$ cat config.mk
export PLATFORM = sky130hd
export DESIGN_NAME = ba_seq
export DESIGN_NICKNAME = d
export VERILOG_FILES = /design/src/hdl/ba_pkg.sv /design/src/hdl/ba_seq.sv
export SDC_FILE = /design/constraint.sdc
export NUM_CORES = 1
export LEC_CHECK = 0
export BUFFER_PORTS_ARGS = -buffer_cell sky130_fd_sc_hd__buf_2
export CAP_MARGIN = 20
export CORE_MARGIN = 3
export CORE_UTILIZATION = 35
export DETAILED_ROUTE_END_ITERATION = 12
export GPL_TIMING_DRIVEN = 0
export PLACE_DENSITY = 0.63
export SYNTH_ARGS = -nofsm -noshare
export SYNTH_HDL_FRONTEND = slang
export SYNTH_SLANG_ARGS = --single-unit
$ cat constraint.sdc
create_clock -name aclk -period 4.8 [get_ports aclk]
set_input_delay 0.48 -clock aclk [delete_from_list [all_inputs] [get_ports aclk]]
set_output_delay 0.48 -clock aclk [all_outputs]
set_load 0.1 [all_outputs]
$ cat src/hdl/ba_pkg.sv
// Shared constants and codes for the buddy allocator.
`default_nettype none
package ba_pkg;
    localparam int unsigned DEF_ENTRIES   = 512;
    localparam int unsigned DEF_MIN_BLOCK = 32;
    localparam int unsigned HDR_W         = 16;
    localparam int unsigned ADDR_W        = 32;
    localparam int unsigned SIZE_W        = 16;
    localparam int unsigned STAT_W        = 2;
    localparam logic [ADDR_W-1:0] BASE_RESET = 32'h2000_1000;

    localparam logic CMD_ALLOC = 1'b0;
    localparam logic CMD_FREE  = 1'b1;

    localparam logic [STAT_W-1:0] ST_OK       = 2'd0;
    localparam logic [STAT_W-1:0] ST_NOSPACE  = 2'd1;
    localparam logic [STAT_W-1:0] ST_BADADDR  = 2'd2;
endpackage
`default_nettype wire

$ cat src/hdl/ba_seq.sv
// Sequencer: block search, split bookkeeping and buddy merging over the header read and write ports.
`default_nettype none
module ba_seq
    import ba_pkg::*;
#(
    parameter int unsigned ENTRIES   = DEF_ENTRIES,
    parameter int unsigned MIN_BLOCK = DEF_MIN_BLOCK
) (
    input  wire logic                       aclk,
    input  wire logic                       aresetn,
    input  wire logic                       in_valid,
    output logic                            in_ready,
    input  wire logic                       cmd,
    input  wire logic [SIZE_W-1:0]          req_size,
    input  wire logic [ADDR_W-1:0]          free_addr,
    input  wire logic [ADDR_W-1:0]          heap_base,
    input  wire logic                       mem_ready,
    output logic                            wr_en,
    output logic      [$clog2(ENTRIES)-1:0] wr_addr,
    output logic      [HDR_W-1:0]           wr_data,
    output logic                            rd_en,
    output logic      [$clog2(ENTRIES)-1:0] rd_addr,
    input  wire logic [HDR_W-1:0]           rd_data,
    output logic                            res_valid,
    input  wire logic                       res_ready,
    output logic      [ADDR_W-1:0]          res_addr,
    output logic      [STAT_W-1:0]          res_status
);
    localparam int unsigned IW = $clog2(ENTRIES);
    localparam int unsigned MW = $clog2(MIN_BLOCK);
    localparam int unsigned RW = IW + MW + 1;
    localparam int unsigned CW = (RW > SIZE_W) ? RW : SIZE_W;
    localparam logic [CW-1:0] HEAP_C   = CW'(ENTRIES * MIN_BLOCK);
    localparam logic [CW-1:0] MIN_C    = CW'(MIN_BLOCK);
    localparam logic [ADDR_W:0] OFF_MAX = (ADDR_W+1)'(ENTRIES * MIN_BLOCK - MIN_BLOCK);
    localparam logic [IW:0] ENT_N = (IW+1)'(ENTRIES);
    localparam logic [IW:0] ONE_N = (IW+1)'(1);

    localparam logic [3:0] S_IDLE   = 4'd0;
    localparam logic [3:0] S_ASIZE  = 4'd1;
    localparam logic [3:0] S_APROBE = 4'd2;
    localparam logic [3:0] S_APCHK  = 4'd3;
    localparam logic [3:0] S_AUP    = 4'd4;
    localparam logic [3:0] S_AUPCHK = 4'd5;
    localparam logic [3:0] S_FRD    = 4'd6;
    localparam logic [3:0] S_FCHK   = 4'd7;
    localparam logic [3:0] S_FBCHK  = 4'd8;
    localparam logic [3:0] S_FZERO  = 4'd9;
    localparam logic [3:0] S_DONE   = 4'd10;

    logic [3:0]        state_reg, state_next;
    logic [SIZE_W-1:0] size_reg, size_next;
    logic [IW:0]       stride_reg, stride_next;
    logic [IW:0]       pos_reg, pos_next;
    logic [IW:0]       c_reg, c_next;
    logic [IW:0]       b_reg, b_next;
    logic [IW-1:0]     idx_reg, idx_next;
    logic [HDR_W-1:0]  v_reg, v_next;
    logic              odd_reg, odd_next;
    logic [ADDR_W-1:0] pend_addr_reg, pend_addr_next;
    logic [STAT_W-1:0] pend_stat_reg, pend_stat_next;
    logic              out_valid_reg;
    logic [ADDR_W-1:0] out_addr_reg;
    logic [STAT_W-1:0] out_stat_reg;

    logic              in_fire, out_load;
    logic [ADDR_W:0]   off;
    logic [CW-1:0]     region, hdr_c, size_c, v_c;
    logic [IW:0]       pos_step, mid, n_val, b_val;
    logic [HDR_W-1:0]  v_val;
    logic              odd_val;

    assign in_ready = (state_reg == S_IDLE) && mem_ready;
    assign in_fire  = in_valid && in_ready;
    assign out_load = (state_reg == S_DONE) && (!out_valid_reg || res_ready);

    always_comb begin
        off      = {1'b0, free_addr} - {1'b0, heap_base};
        region   = CW'(stride_reg) << MW;
        hdr_c    = CW'(rd_data);
        size_c   = CW'(size_reg);
        pos_step = pos_reg + stride_reg;
        mid      = (pos_reg & ~((c_reg << 1) - ONE_N)) | c_reg;
        v_val    = {rd_data[HDR_W-1:1], 1'b0};
        v_c      = CW'(v_val);
        n_val    = (IW+1)'(v_val >> MW);
        odd_val  = |({1'b0, idx_reg} & n_val);
        b_val    = odd_val ? ({1'b0, idx_reg} - n_val) : ({1'b0, idx_reg} + n_val);
    end

    always_comb begin
        state_next     = state_reg;
        size_next      = size_reg;
        stride_next    = stride_reg;
        pos_next       = pos_reg;
        c_next         = c_reg;
        b_next         = b_reg;
        idx_next       = idx_reg;
        v_next         = v_reg;
        odd_next       = odd_reg;
        pend_addr_next = pend_addr_reg;
        pend_stat_next = pend_stat_reg;
        wr_en   = 1'b0;
        wr_addr = idx_reg;
        wr_data = '0;
        rd_en   = 1'b0;
        rd_addr = idx_reg;
        case (state_reg)
            S_IDLE: begin
                if (in_fire) begin
                    size_next      = req_size;
                    stride_next    = ONE_N;
                    pend_addr_next = '0;
                    if (cmd == CMD_ALLOC) begin
                        if (CW'(req_size) < MIN_C || CW'(req_size) > HEAP_C) begin
                            pend_stat_next = ST_NOSPACE;
                            state_next     = S_DONE;
                        end else begin
                            state_next = S_ASIZE;
                        end
                    end else begin
                        if (off[ADDR_W] || off > OFF_MAX) begin
                            pend_stat_next = ST_BADADDR;
                            state_next     = S_DONE;
                        end else begin
                            idx_next       = off[MW+IW-1:MW];
                            pend_addr_next = free_addr;
                            pend_stat_next = ST_OK;
                            state_next     = S_FRD;
                        end
                    end
                end
            end
            S_ASIZE: begin
                // double the block until it holds the request
                if (region < size_c) begin
                    stride_next = stride_reg << 1;
                end else begin
                    pos_next   = '0;
                    state_next = S_APROBE;
                end
            end
            S_APROBE: begin
                rd_en      = 1'b1;
                rd_addr    = pos_reg[IW-1:0];
                state_next = S_APCHK;
            end
            S_APCHK: begin
                if (!rd_data[0] && hdr_c >= region) begin
                    wr_en      = 1'b1;
                    wr_addr    = pos_reg[IW-1:0];
                    wr_data    = HDR_W'(region) | HDR_W'(1);
                    c_next     = stride_reg;
                    state_next = S_AUP;
                end else if (pos_step >= ENT_N) begin
                    pend_stat_next = ST_NOSPACE;
                    state_next     = S_DONE;
                end else begin
                    pos_next   = pos_step;
                    state_next = S_APROBE;
                end
            end
            S_AUP: begin
                // mark right buddies of every split where the block went left
                if (c_reg >= ENT_N) begin
                    pend_addr_next = heap_base + ADDR_W'(CW'(pos_reg) << MW);
                    pend_stat_next = ST_OK;
                    state_next     = S_DONE;
                end else if ((pos_reg & c_reg) == '0) begin
                    rd_en      = 1'b1;
                    rd_addr    = mid[IW-1:0];
                    b_next     = mid;
                    state_next = S_AUPCHK;
                end else begin
                    c_next = c_reg << 1;
                end
            end
            S_AUPCHK: begin
                if (rd_data == '0) begin
                    wr_en   = 1'b1;
                    wr_addr = b_reg[IW-1:0];
                    wr_data = HDR_W'(CW'(c_reg) << MW);
                end
                c_next     = c_reg << 1;
                state_next = S_AUP;
            end
            S_FRD: begin
                rd_en      = 1'b1;
                rd_addr    = idx_reg;
                state_next = S_FCHK;
            end
            S_FCHK: begin
                wr_en   = 1'b1;
                wr_addr = idx_reg;
                wr_data = v_val;
                v_next  = v_val;
                odd_next = odd_val;
                b_next  = b_val;
                if (n_val == '0 || v_c >= HEAP_C || (!odd_val && b_val >= ENT_N)) begin
                    state_next = S_DONE;
                end else begin
                    rd_en      = 1'b1;
                    rd_addr    = b_val[IW-1:0];
                    state_next = S_FBCHK;
                end
            end
            S_FBCHK: begin
                if (rd_data != v_reg) begin
                    state_next = S_DONE;
                end else begin
                    wr_en      = 1'b1;
                    wr_addr    = odd_reg ? b_reg[IW-1:0] : idx_reg;
                    wr_data    = v_reg << 1;
                    state_next = S_FZERO;
                end
            end
            S_FZERO: begin
                wr_en   = 1'b1;
                wr_addr = odd_reg ? idx_reg : b_reg[IW-1:0];
                wr_data = '0;
                if (odd_reg) begin
                    idx_next = b_reg[IW-1:0];
                end
                state_next = S_FRD;
            end
            S_DONE: begin
                if (out_load) begin
                    state_next = S_IDLE;
                end
            end
            default: begin
                state_next = S_IDLE;
            end
        endcase
    end

    always_ff @(posedge aclk) begin
        if (!aresetn) begin
            state_reg     <= S_IDLE;
            out_valid_reg <= 1'b0;
        end else begin
            state_reg <= state_next;
            if (out_load) begin
                out_valid_reg <= 1'b1;
            end else if (res_ready) begin
                out_valid_reg <= 1'b0;
            end
        end
    end

    always_ff @(posedge aclk) begin
        size_reg      <= size_next;
        stride_reg    <= stride_next;
        pos_reg       <= pos_next;
        c_reg         <= c_next;
        b_reg         <= b_next;
        idx_reg       <= idx_next;
        v_reg         <= v_next;
        odd_reg       <= odd_next;
        pend_addr_reg <= pend_addr_next;
        pend_stat_reg <= pend_stat_next;
        if (out_load) begin
            out_addr_reg <= pend_addr_reg;
            out_stat_reg <= pend_stat_reg;
        end
    end

    assign res_valid  = out_valid_reg;
    assign res_addr   = out_addr_reg;
    assign res_status = out_stat_reg;

    a_no_rw_clash: assert property (@(posedge aclk) disable iff (!aresetn)
        (wr_en && rd_en) |-> (wr_addr != rd_addr))
        else $error("header read and write hit the same entry");
    a_fail_zero: assert property (@(posedge aclk) disable iff (!aresetn)
        (out_load && pend_stat_reg != ST_OK) |-> (pend_addr_reg == '0))
        else $error("failed item carries a nonzero address");
    a_busy_after_accept: assert property (@(posedge aclk) disable iff (!aresetn)
        in_fire |=> (state_reg != S_IDLE))
        else $error("sequencer idle right after accepting an item");
endmodule
`default_nettype wire

==> results of run 1 <==
-- layout make-up --
class                   count  area share
plain buffers              55      0.0162
clock buffers              18      0.0300
clock inverters            14     0.00908
inverters                  92      0.0246
multi-input cells        1029       0.482
flip-flops and latches    153       0.317
well taps                 442      0.0386
repair buffers            198      0.0824
-- power by group --
group | leakage (µW) | switching (µW) | total [µW] | internal (µW)
combinational | 0.00423 | 1540 | 2170 | 628
sequential | 0.00139 | 98.2 | 1800 | 1700
clock | 0.000273 | 636 | 1320 | 683
-- through the flow --
step / std cells / hold slack (ps)
finish: 2001 / 214
global route: 2001 / 203
CTS: 1989 / 198
detailed placement: 1951 / 405
global placement: 1944 / 401
floorplan: 1329 / 400
-- worst min path at each step --
stage	end	slack (ps)	cells after the start
5_1_grt	size_c[2]$_DFFE_PP_	200	1
6_report	size_c[0]$_DFFE_PP_	210	1
3_3_place_gp	res_addr[12]$_DFFE_PP_	400	0
4_1_cts	size_c[0]$_DFFE_PP_	200	1
2_1_floorplan	res_addr[0]$_DFFE_PP_	400	0
3_5_place_dp	res_addr[12]$_DFFE_PP_	400	0
-- routing by layer --
layer  up-vias  wire (µm)  track usage
li1       5398          -            -
met1      5496      17300        0.290
met2       496      17900        0.338
met3       104       2890       0.0389
met4         2       1450       0.0901
met5         -         14            0
-- cells by family (layout without fill, tap and decap cells) --
group                    Yosys count  count (layout)  share of synthesized area
XOR/XNOR                          68              68                     0.0503
AND/OR/NAND/NOR                  456             456                      0.181
buffers and inverters            147             377                     0.0482
adder cells (fa/ha/maj)           88              88                     0.0955
multiplexers                      22              22                     0.0197
AO/OA/AOI/OAI                    395             395                      0.222
flip-flops                       153             153                      0.384
-- what timing repair did --
item	4_1_cts	5_1_grt
resized for setup	28	22
setup endpoints to repair	10	29
buffers inserted	6	11
hold buffers	0	0
cloned	0	1
pin swaps	11	16
-- layout by cell type, fill, tap and decap left out, types with 7 or more instances in the layout --
master / netlist / routed
a222oi_1: 11 / 11
o211ai_1: 23 / 23
and2_1: 11 / 11
nand4_1: 14 / 14
buf_6: 0 / 12
mux2i_1: 20 / 20
nor3_1: 32 / 30
a21o_1: 27 / 27
o21bai_1: 9 / 9
nand2_1: 174 / 171
a21oi_1: 90 / 87
edfxtp_1: 148 / 148
nand3_1: 28 / 28
xnor2_1: 37 / 37
o21ai_0: 78 / 75
clkbuf_1: 40 / 41
a211oi_1: 10 / 9
inv_1: 90 / 88
o21a_1: 14 / 14
a311oi_2: 0 / 7
clkbuf_16: 0 / 18
nor2_1: 104 / 104
nor2b_1: 13 / 12
nor4_1: 22 / 22
xor2_1: 31 / 31
and3_1: 11 / 10
o22ai_1: 17 / 17
ha_1: 84 / 82
buf_2: 4 / 168
o21ai_1: 22 / 22
buf_4: 3 / 22
a31oi_1: 8 / 8
or3_1: 15 / 15
a22o_1: 16 / 16
==> metrics.yaml, run 1 <==
detailed_routing:
  postRouteAntennaNets: 0
  avgViaCountPerCell: 5.75
  wire_per_inst_um: 19.8
  drt_first_pass_iters: 7
  vias: 11496
  routed_wl_um: 39600
  drc: 0
  drtIter0Drc: 977
timing:
  min_period_ps: 4650
  post-route-period-util: 0.969
  rsz0062_at_grt: "no"
  worstMarginPinSlew_ps: 1000
  finClkSkew_ps: 19.7
  slew_violations: 0
  finalHoldViolCount: 0
  maxSlewHeadroom: 0.327
  finalSetupViolCount: 0
  tns_ps: 0
  fmax_mhz: 215
  worst_slack_ps: 149
worst_setup_path:
  r2r_cells: 12
  rrSetupSlack_ps: 890
  critPathTopFamily: "compound AO/OA/AOI/OAI gates"
  critPathLaunchType: "register"
  critical_path_depth: 19
  path_cells: "a222oi_1, buf_4, nand2_8, inv_8, nand2_2, o21ai_4, inv_2, ha_4, nor2b_2, o21ai_2, a21oi_1, o21a_1, o21ai_2, a21oi_4, mux2i_4, buf_12, nor3_1, a311oi_2, buf_6"
  critPathSlowestCell: "edfxtp_1"
  endpoint: "rd_addr[6]"
  critPathCaptureType: "output pin"
  reg2reg_to: "pend_addr_reg[25]$_DFFE_PP_"
  critPathMaxStageDelay_ps: 550
  critPathBufInv: 5
  worstSetupPathType: "register to output pin"
  timing.rr.start: "pos_reg[0]$_SDFFCE_PN0P_"
  cp_max_fo: 8
  crit_start: "idx_reg[8]$_DFFE_PP_"
  worst_ep_arrival_time_ps: 4170
  worstPathRequired_ps: 4320
  cp_common_cell: "o21ai_2"
cts:
  cts_sinks: 153
  clk_latency_ps: 460
  cts_tree: "built"
  clockRootBuffer: "clkbuf_16"
  cts_max_path_buffers: 2
  h-tree-depth: 4
  cts-buffers-inserted: 17
  path_clk_slew_ps: 70
cells_and_area:
  fill_cells: 3253
  antennaDiodeCount: 0
  final_area_um2: 14300
  multi_input_area_um2: 6900
  fin_util: 0.435
  regArea_um2: 4540
  final_nets: 1736
  syn_to_final_growth_pct: 20.9
  drive_gt1_frac: 0.184
power:
  pwr_density_cell_nw_per_um2: 369
  total_power_uw: 5280
  peakVddDrop_mv: 0.273
  p_leak_uw: 0.00589
logic_synthesis:
  yosysSeqAreaShare: 0.384
  syn_inst: 1329
  synth-seq-cells: 153
  synth_area_leaders: "edfxtp_1, ha_1, nand2_1"
  synthTopCellsByCount: "nand2_1, edfxtp_1, nor2_1, a21oi_1, inv_1"
  synth_top_cell_area_share: 0.375
  synth_edf_count: 148
  syn_area_um2: 11800
  avgSynthCellArea_um2: 8.91
  async_flop_share: 0
  synth_top_area_cell: "edfxtp_1"
  synth.most_common_cell: "nand2_1"
  syn-num-nets: 1519
  yosys_warnings: 0
  ys.flop_type: "edfxtp_1"
  synth.distinct_cells: 80
floorplan:
  rows: 66
  floorplan.initialDensity: 0.360
  die_x_um: 190
  coreArea_um2: 32900
  pin_count: 174
  die_h_um: 190
  dieArea_um2: 36100
placed_design:
  post_dp_cell_area_um2: 13400
  place_congestion: 0.926
  hpwl_um: 30600
  port_buffers: 173
  dp_slack_ps: -941
global_routing:
  grt_max_degree: 25
  overflow: 0
  antenna_found_initial: 1
  grt_pass1_vias: 11008
  grt_pass1_wl_um: 60300
  grt_use_total: 0.214
job:
  max_cap_violations: 0
status:
  status: "finished clean"
worst_hold_path:
  worstHoldPathType: "primary input to register"
  hp-start: "req_size[0]"
Power figures use the tool's default switching activity.
==> inputs of run 2 (changes only) <==
==> config.mk (replaced) <==
export PLATFORM = sky130hd
export DESIGN_NAME = ba_seq
export DESIGN_NICKNAME = d
export VERILOG_FILES = /design/src/hdl/ba_pkg.sv /design/src/hdl/ba_seq.sv
export SDC_FILE = /design/constraint.sdc
export NUM_CORES = 1
export LEC_CHECK = 0
export BUFFER_PORTS_ARGS = -buffer_cell sky130_fd_sc_hd__clkbuf_2
export CAP_MARGIN = 20
export CELL_PAD_IN_SITES_DETAIL_PLACEMENT = 0
export CELL_PAD_IN_SITES_GLOBAL_PLACEMENT = 1
export CORE_MARGIN = 3
export CORE_UTILIZATION = 35
export DETAILED_ROUTE_END_ITERATION = 12
export GPL_TIMING_DRIVEN = 0
export PLACE_DENSITY = 0.77
export SYNTH_ARGS = -nofsm -noshare
export SYNTH_HDL_FRONTEND = slang
export SYNTH_SLANG_ARGS = --single-unit
==> metrics.yaml, run 2 (synthesized netlist as in run 1, its figures left out) <==
cts:
  path_clk_slew_ps: 60  # was 70 ps
  cts_max_path_buffers: 2  # unchanged
  clockRootBuffer: "clkbuf_16"  # unchanged
  cts_sinks: 153  # unchanged
  h-tree-depth: 4  # unchanged
  hold_buffers: 0  # unchanged
  cts-buffers-inserted: 17  # unchanged
  cts_tree: "built"  # unchanged
  clk_latency_ps: 450  # was 460 ps
timing:
  finClkSkew_ps: 16.5  # was 19.7 ps
  worstMarginPinSlew_ps: 1050  # was 1000 ps
  slew_violations: 0  # unchanged
  finalHoldViolCount: 0  # unchanged
  maxSlewHeadroom: 0.299  # was 0.327
  finalSetupViolCount: 0  # unchanged
  post-route-period-util: 0.965  # was 0.969
  worst_slack_ps: 167  # was 149 ps
  min_period_ps: 4630  # was 4650 ps
  fmax_mhz: 216  # was 215 MHz
worst_hold_path:
  worstHoldPathType: "primary input to register"  # unchanged
  hp-start: "req_size[0]"  # unchanged
  min_to: "size_c[0]$_DFFE_PP_"  # unchanged
  hold_depth: 1  # unchanged
power:
  peakVddDrop_mv: 0.319  # was 0.273 mV
  total_power_uw: 5300  # was 5280 µW
  p_leak_uw: 0.00591  # was 0.00589 µW
  pwr_density_cell_nw_per_um2: 370  # was 369 nW/µm²
worst_setup_path:
  reg2reg_to: "pend_addr_reg[25]$_DFFE_PP_"  # unchanged
  critPathLaunchType: "primary input"  # was register
  timing.rr.start: "pos_reg[0]$_SDFFCE_PN0P_"  # unchanged
  critPathCaptureType: "output pin"  # unchanged
  worstSetupPathType: "primary input to output pin"  # was register to output pin
  critPathSlowestCell: "nor4b_1"  # was edfxtp_1
  worst_ep_arrival_time_ps: 4150  # was 4170 ps
  path_cells: "clkbuf_2, clkbuf_1, nor2_1, nor4b_1, nand3b_1, nor4_1, and3_1, a21oi_1, o21ai_1, a22o_1, a21o_1, clkbuf_2"  # was a222oi_1, buf_4, nand2_8, inv_8, nand2_2, o21ai_4, inv_2, ha_4, nor2b_2, o21ai_2, a21oi_1, o21a_1, o21ai_2, a21oi_4, mux2i_4, buf_12, nor3_1, a311oi_2, buf_6
  rrSetupSlack_ps: 840  # was 890 ps
  r2r_cells: 12  # unchanged
  cp_common_cell: "clkbuf_2"  # was o21ai_2
  critPathMaxStageDelay_ps: 620  # was 550 ps
  cp_max_fo: 8  # unchanged
  crit_start: "rd_data[7]"  # was idx_reg[8]$_DFFE_PP_
  worstPathRequired_ps: 4320  # about the same
detailed_routing:
  drt_first_pass_iters: 6  # was 7
  postRouteAntennaNets: 0  # unchanged
  routed_wl_um: 39700  # was 39,600 µm
  vias: 11284  # was 11,496
  wire_per_inst_um: 19.9  # was 19.8 µm
  drtIter0Drc: 1036  # was 977
  drc: 0  # unchanged
  avgViaCountPerCell: 5.66  # was 5.75
global_routing:
  grt_pass1_vias: 10889  # was 11,008
  grt_use_total: 0.218  # was 0.214
  antenna_found_initial: 1  # unchanged
  grt_max_degree: 20  # was 25
  grt_pass1_wl_um: 61000  # was 60,300 µm
  overflow: 0  # unchanged
cells_and_area:
  layout_commonest_cell: "nand2_1"  # unchanged
  most-common-layout-cells: "nand2_1, clkbuf_2, edfxtp_1, nor2_1, inv_1"  # was nand2_1, buf_2, edfxtp_1, nor2_1, inv_1
  final_area_um2: 14300  # about the same
  syn_to_final_growth_pct: 20.8  # was 20.9%
  antennaDiodeCount: 0  # unchanged
  final_nets: 1731  # was 1,736
  drive_gt1_frac: 0.180  # was 0.184
floorplan:
  coreArea_um2: 32900  # unchanged
  rows: 66  # unchanged
  dieArea_um2: 36100  # unchanged
  die_x_um: 190  # unchanged
  floorplan.initialDensity: 0.360  # unchanged
  die_h_um: 190  # unchanged
  pin_count: 174  # unchanged
placed_design:
  dp_slack_ps: -964  # was -941 ps
  place_congestion: 0.929  # was 0.926
  hpwl_um: 31200  # was 30,600 µm
  post_dp_cell_area_um2: 13400  # about the same
  port_buffers: 173  # unchanged
job:
  max_cap_violations: 0  # unchanged
status:
  status: "finished clean"  # unchanged
==> run 2: what timing repair did <==
item	4_1_cts	5_1_grt
setup buffers	6	6
pin swaps	9	13
setup endpoints to repair	28	12
hold endpoints to repair	0	0
gates resized for setup	27	21
cloned	0	1
==> run 2: layout make-up <==
class | instances | area [µm²]
repair buffers | 193 | 1180
clock buffers | 17 | 425
multi-input cells | 1029 | 6890
inverters | 92 | 345
clock inverters | 14 | 140
flip-flops and latches | 153 | 4540
well taps | 442 | 553
fillers | 3293 | 18600
plain buffers | 55 | 233
==> run 2: metal layers <==
metal  routed length (µm)  global-route usage  vias to the layer above
met2                17900               0.342                      444
met5                    9                   0                        -
li1                     -                   -                     5383
met1                17800               0.302                     5394
met4                 1140              0.0799                        2
met3                 2880              0.0385                       61
==> run 2: power by group <==
part / leakage (µW) / internal, µW / switching [µW]
Combinational: 0.00424 / 636 / 1540
Sequential: 0.00139 / 1700 / 99.8
Clock: 0.000280 / 724 / 604
==> run 2: worst max-delay path: cells and delay by family <==
family                 cells  cell delay, ps
buffers and inverters      3             860
AO/OA/AOI/OAI              4             840
AND/OR/NAND/NOR            5            1970
==> run 2: how the worst max path moves through the flow <==
stage	endpoint	depth (start not counted)	slack, ps
5_1_grt	rd_addr[0]	18	-50
3_5_place_dp	rd_addr[5]	19	-960
3_3_place_gp	res_addr[18]$_DFFE_PP_	5	-1310
6_report	wr_addr[6]	12	170
4_1_cts	rd_addr[5]	20	20
2_1_floorplan	rd_addr[0]	17	-430
==> run 2: through the flow <==
stage | hold slack [ps] | utilization | TNS (ps) | instances
after floorplan | 400 | - | -3290 | 1329
after global placement | 401 | 0.404 | -53230 | 1944
after detailed placement | 405 | 0.408 | -9020 | 1951
after CTS | 203 | 0.430 | 0 | 1988
after global routing | 211 | 0.434 | -254 | 1995
final | 226 | 0.434 | 0 | 1995
==> inputs of run 3 (changes only) <==
--- a/config.mk
+++ b/config.mk
@@ -5,6 +5,7 @@
 export SDC_FILE = /design/constraint.sdc
 export NUM_CORES = 1
 export LEC_CHECK = 0
+export ABC_AREA = 1
 export BUFFER_PORTS_ARGS = -buffer_cell sky130_fd_sc_hd__clkbuf_2
 export CAP_MARGIN = 20
 export CELL_PAD_IN_SITES_DETAIL_PLACEMENT = 0
@@ -13,7 +14,7 @@
 export CORE_UTILIZATION = 35
 export DETAILED_ROUTE_END_ITERATION = 12
 export GPL_TIMING_DRIVEN = 0
-export PLACE_DENSITY = 0.77
+export PLACE_DENSITY = 0.79
 export SYNTH_ARGS = -nofsm -noshare
 export SYNTH_HDL_FRONTEND = slang
 export SYNTH_SLANG_ARGS = --single-unit
==> metrics.yaml, run 3 <==
status:
  status: "finished clean"  # unchanged
timing:
  finClkSkew_ps: 10.1  # was 16.5 ps
  fmax_mhz: 217  # was 216 MHz
  min_period_ps: 4600  # was 4630 ps
  worst_slack_ps: 202  # was 167 ps
  post-route-period-util: 0.958  # was 0.965
  hold_slack_ps: 239  # was 226 ps
  worstMarginPinSlew_ps: 1100  # was 1050 ps
  finalSetupViolCount: 0  # unchanged
  finalHoldViolCount: 0  # unchanged
  slew_violations: 0  # unchanged
  maxSlewHeadroom: 0.266  # was 0.299
power:
  pwr_density_cell_nw_per_um2: 415  # was 370 nW/µm²
  peakVddDrop_mv: 0.495  # was 0.319 mV
  p_leak_uw: 0.00702  # was 0.00591 µW
worst_setup_path:
  worstPathRequired_ps: 4320  # about the same
  rrSetupSlack_ps: 1060  # was 840 ps
  critPathSlowestCell: "edfxtp_1"  # was nor4b_1
  critPathMaxStageDelay_ps: 460  # was 620 ps
  critPathLaunchType: "register"  # was primary input
  critPathCaptureType: "output pin"  # unchanged
  worstSetupPathType: "register to output pin"  # was primary input to output pin
  worst_ep_arrival_time_ps: 4120  # was 4150 ps
  cp_max_fo: 9  # was 8
  path_cells: "ha_1, nor2_1, nand2_1, a211oi_2, and3_4, inv_4, nor2_1, xor2_1, ha_1, nand2_1, nand2_1, nand3_1, nand2_1, nand2_1, nand4_1, o21ai_1, nand2_2, inv_4, nand2_2, o211ai_1, clkbuf_8"  # was clkbuf_2, clkbuf_1, nor2_1, nor4b_1, nand3b_1, nor4_1, and3_1, a21oi_1, o21ai_1, a22o_1, a21o_1, clkbuf_2
  cp_common_cell: "nand2_1"  # was clkbuf_2
cts:
  cts-buffers-inserted: 17  # unchanged
  clk_latency_ps: 440  # was 450 ps
  cts_tree: "built"  # unchanged
  cts_max_path_buffers: 2  # unchanged
  cts_sinks: 153  # unchanged
  h-tree-depth: 4  # unchanged
  clockRootBuffer: "clkbuf_16"  # unchanged
  path_clk_slew_ps: 70  # was 60 ps
detailed_routing:
  avgViaCountPerCell: 5.24  # was 5.66
  wire_per_inst_um: 18.7  # was 19.9 µm
  vias: 12624  # was 11,284
  drtIter0Drc: 1282  # was 1,036
  postRouteAntennaNets: 0  # unchanged
  drc: 0  # unchanged
  routed_wl_um: 45100  # was 39,700 µm
  drt_first_pass_iters: 8  # was 6
cells_and_area:
  most-common-layout-cells: "nand2_1, inv_1, nor2_1, clkbuf_2, edfxtp_1"  # was nand2_1, clkbuf_2, edfxtp_1, nor2_1, inv_1
  fin_util: 0.427  # was 0.434
  regArea_um2: 4540  # unchanged
  fin_cells: 2408  # was 1,995
  layout_commonest_cell: "nand2_1"  # unchanged
  multi_input_area_um2: 6830  # was 6890 µm²
  final_nets: 2124  # was 1,731
  drive_gt1_frac: 0.147  # was 0.180
  fill_cells: 3607  # was 3,293
  final_area_um2: 14900  # was 14,300 µm²
  syn_to_final_growth_pct: 19.1  # was 20.8%
logic_synthesis:
  synth_edf_count: 148  # unchanged
  async_flop_share: 0  # unchanged
  synth.distinct_cells: 51  # was 80
  synth_top_cell_area_share: 0.356  # was 0.375
  syn-num-nets: 1913  # was 1,519
  synth_top_area_cell: "edfxtp_1"  # unchanged
  synthTopCellsByCount: "nand2_1, inv_1, nor2_1, edfxtp_1, o21ai_0"  # was nand2_1, edfxtp_1, nor2_1, a21oi_1, inv_1
  ys.flop_type: "edfxtp_1"  # unchanged
  synth_area_leaders: "edfxtp_1, nand2_1, ha_1"  # was edfxtp_1, ha_1, nand2_1
  syn_area_um2: 12500  # was 11,800 µm²
  synth.most_common_cell: "nand2_1"  # unchanged
  yosysSeqAreaShare: 0.364  # was 0.384
  synth-seq-cells: 153  # unchanged
  avgSynthCellArea_um2: 7.24  # was 8.91 µm²
  yosys_warnings: 0  # unchanged
  syn_inst: 1723  # was 1,329
floorplan:
  die_h_um: 195  # was 190 µm
  dieArea_um2: 37900  # was 36,100 µm²
  floorplan.initialDensity: 0.359  # was 0.360
  rows: 68  # was 66
  die_x_um: 195  # was 190 µm
  pin_count: 174  # unchanged
  coreArea_um2: 34800  # was 32,900 µm²
placed_design:
  place_congestion: 0.968  # was 0.929
  post-place-cells: 2359  # was 1,951
  post_dp_cell_area_um2: 14000  # was 13,400 µm²
  port_buffers: 173  # unchanged
  dp_slack_ps: -84.0  # was -964 ps
  hpwl_um: 36700  # was 31,200 µm
global_routing:
  use_met3: 0.0329  # was 0.0385
  use_met2: 0.337  # was 0.342
  grt_max_degree: 19  # was 20
  grt_use_met1: 0.348  # was 0.302
  antenna_found_initial: 6  # was 1
  overflow: 0  # unchanged
  grt.busiest_layer: "met1"  # was met2
  grt_pass1_vias: 11625  # was 10,889
  grt_pass1_wl_um: 67600  # was 61,000 µm
  grt_use_total: 0.231  # was 0.218
worst_hold_path:
  worstHoldPathType: "primary input to register"  # unchanged
job:
  max_cap_violations: 0  # unchanged
run 3: cell count changes in the layout (fill, tap and decap cells not counted), sizes merged, moves of 13 or more:
cell	before	now
a21o	27	3
a22o	16	1
clkbuf	233	202
inv	96	287
mux2i	21	0
nand2	174	465
nand3	28	99
nor2	104	183
nor2b	13	0
nor4	22	8
o211ai	23	5
or3	15	0
xnor2	37	7
run 3: critical path: cells and delay by family (launching register included):
kind / cells / cell delay (ps)
and+or+nand+nor: 12 / 1280
AOI/OAI and AO/OA: 3 / 720
adders and majority gates: 2 / 530
buffers and inverters: 3 / 490
DFF: 1 / 460
xor gates and xnor gates: 1 / 200
run 3: worst paths after layout:
check	startpoint	to	depth (start not counted)
max reg2reg	state_reg[1]$_SDFFE_PN0P_	pend_addr_reg[30]$_DFFE_PP_	10
min	req_size[11]	size_c[11]$_DFFE_PP_	1
min reg2reg	pend_addr_reg[30]$_DFFE_PP_	res_addr[30]$_DFFE_PP_	0
max	idx_reg[0]$_DFFE_PP_	rd_addr[7]	21
run 3: kinds of logic after synthesis:
logic type               count (synthesis)  share of synthesized area
AND/OR/NAND/NOR                        834                      0.281
buffers and inverters                  314                     0.0967
AO/OA/AOI/OAI                          294                      0.139
flip-flops                             153                      0.364
adder cells (fa/ha/maj)                 88                     0.0907
XOR/XNOR                                40                     0.0281
run 3: report_power, final:
| group | total [µW] | switching, µW | internal (µW) |
|---|---|---|---|
| Clock | 1330 | 604 | 723 |
| Sequential | 2060 | 174 | 1890 |
| Combinational | 2780 | 2050 | 732 |
run 3: final cells by class:
| type | count | share of cell area |
|---|---|---|
| Antenna cell | 6 | 0.00101 |
| Clock buffer | 17 | 0.0286 |
| Tap cell | 455 | 0.0383 |
| Clock inverter | 15 | 0.00952 |
| Sequential cell | 153 | 0.306 |
| Multi-Input combinational cell | 1256 | 0.460 |
| Buffer | 29 | 0.00918 |
| Timing Repair Buffer | 192 | 0.0753 |
| Inverter | 285 | 0.0723 |
run 3: per-layer routing:
metal	share of wire	wire length (µm)	up-vias
li1	-	-	6179
met1	0.47	21300	5850
met2	0.42	19000	530
met3	0.078	3510	65
met4	0.028	1280	0
met5	0	0	-
run 3: timing repair:
action                     CTS  global route
setup endpoints to repair   10            10
setup buffers                5             6
gates resized for setup     19            34
hold buffers                 0             0
pin swaps                    2             9
cloned                       0             0
run 3: per-stage QoR:
step / TNS [ps] / total power, µW
2_1_floorplan: -1560 / 3970
3_3_place_gp: -76680 / 4650
3_5_place_dp: -211 / 4770
4_1_cts: -71.5 / 6150
5_1_grt: -42.4 / 6530
6_report: 0 / 6170
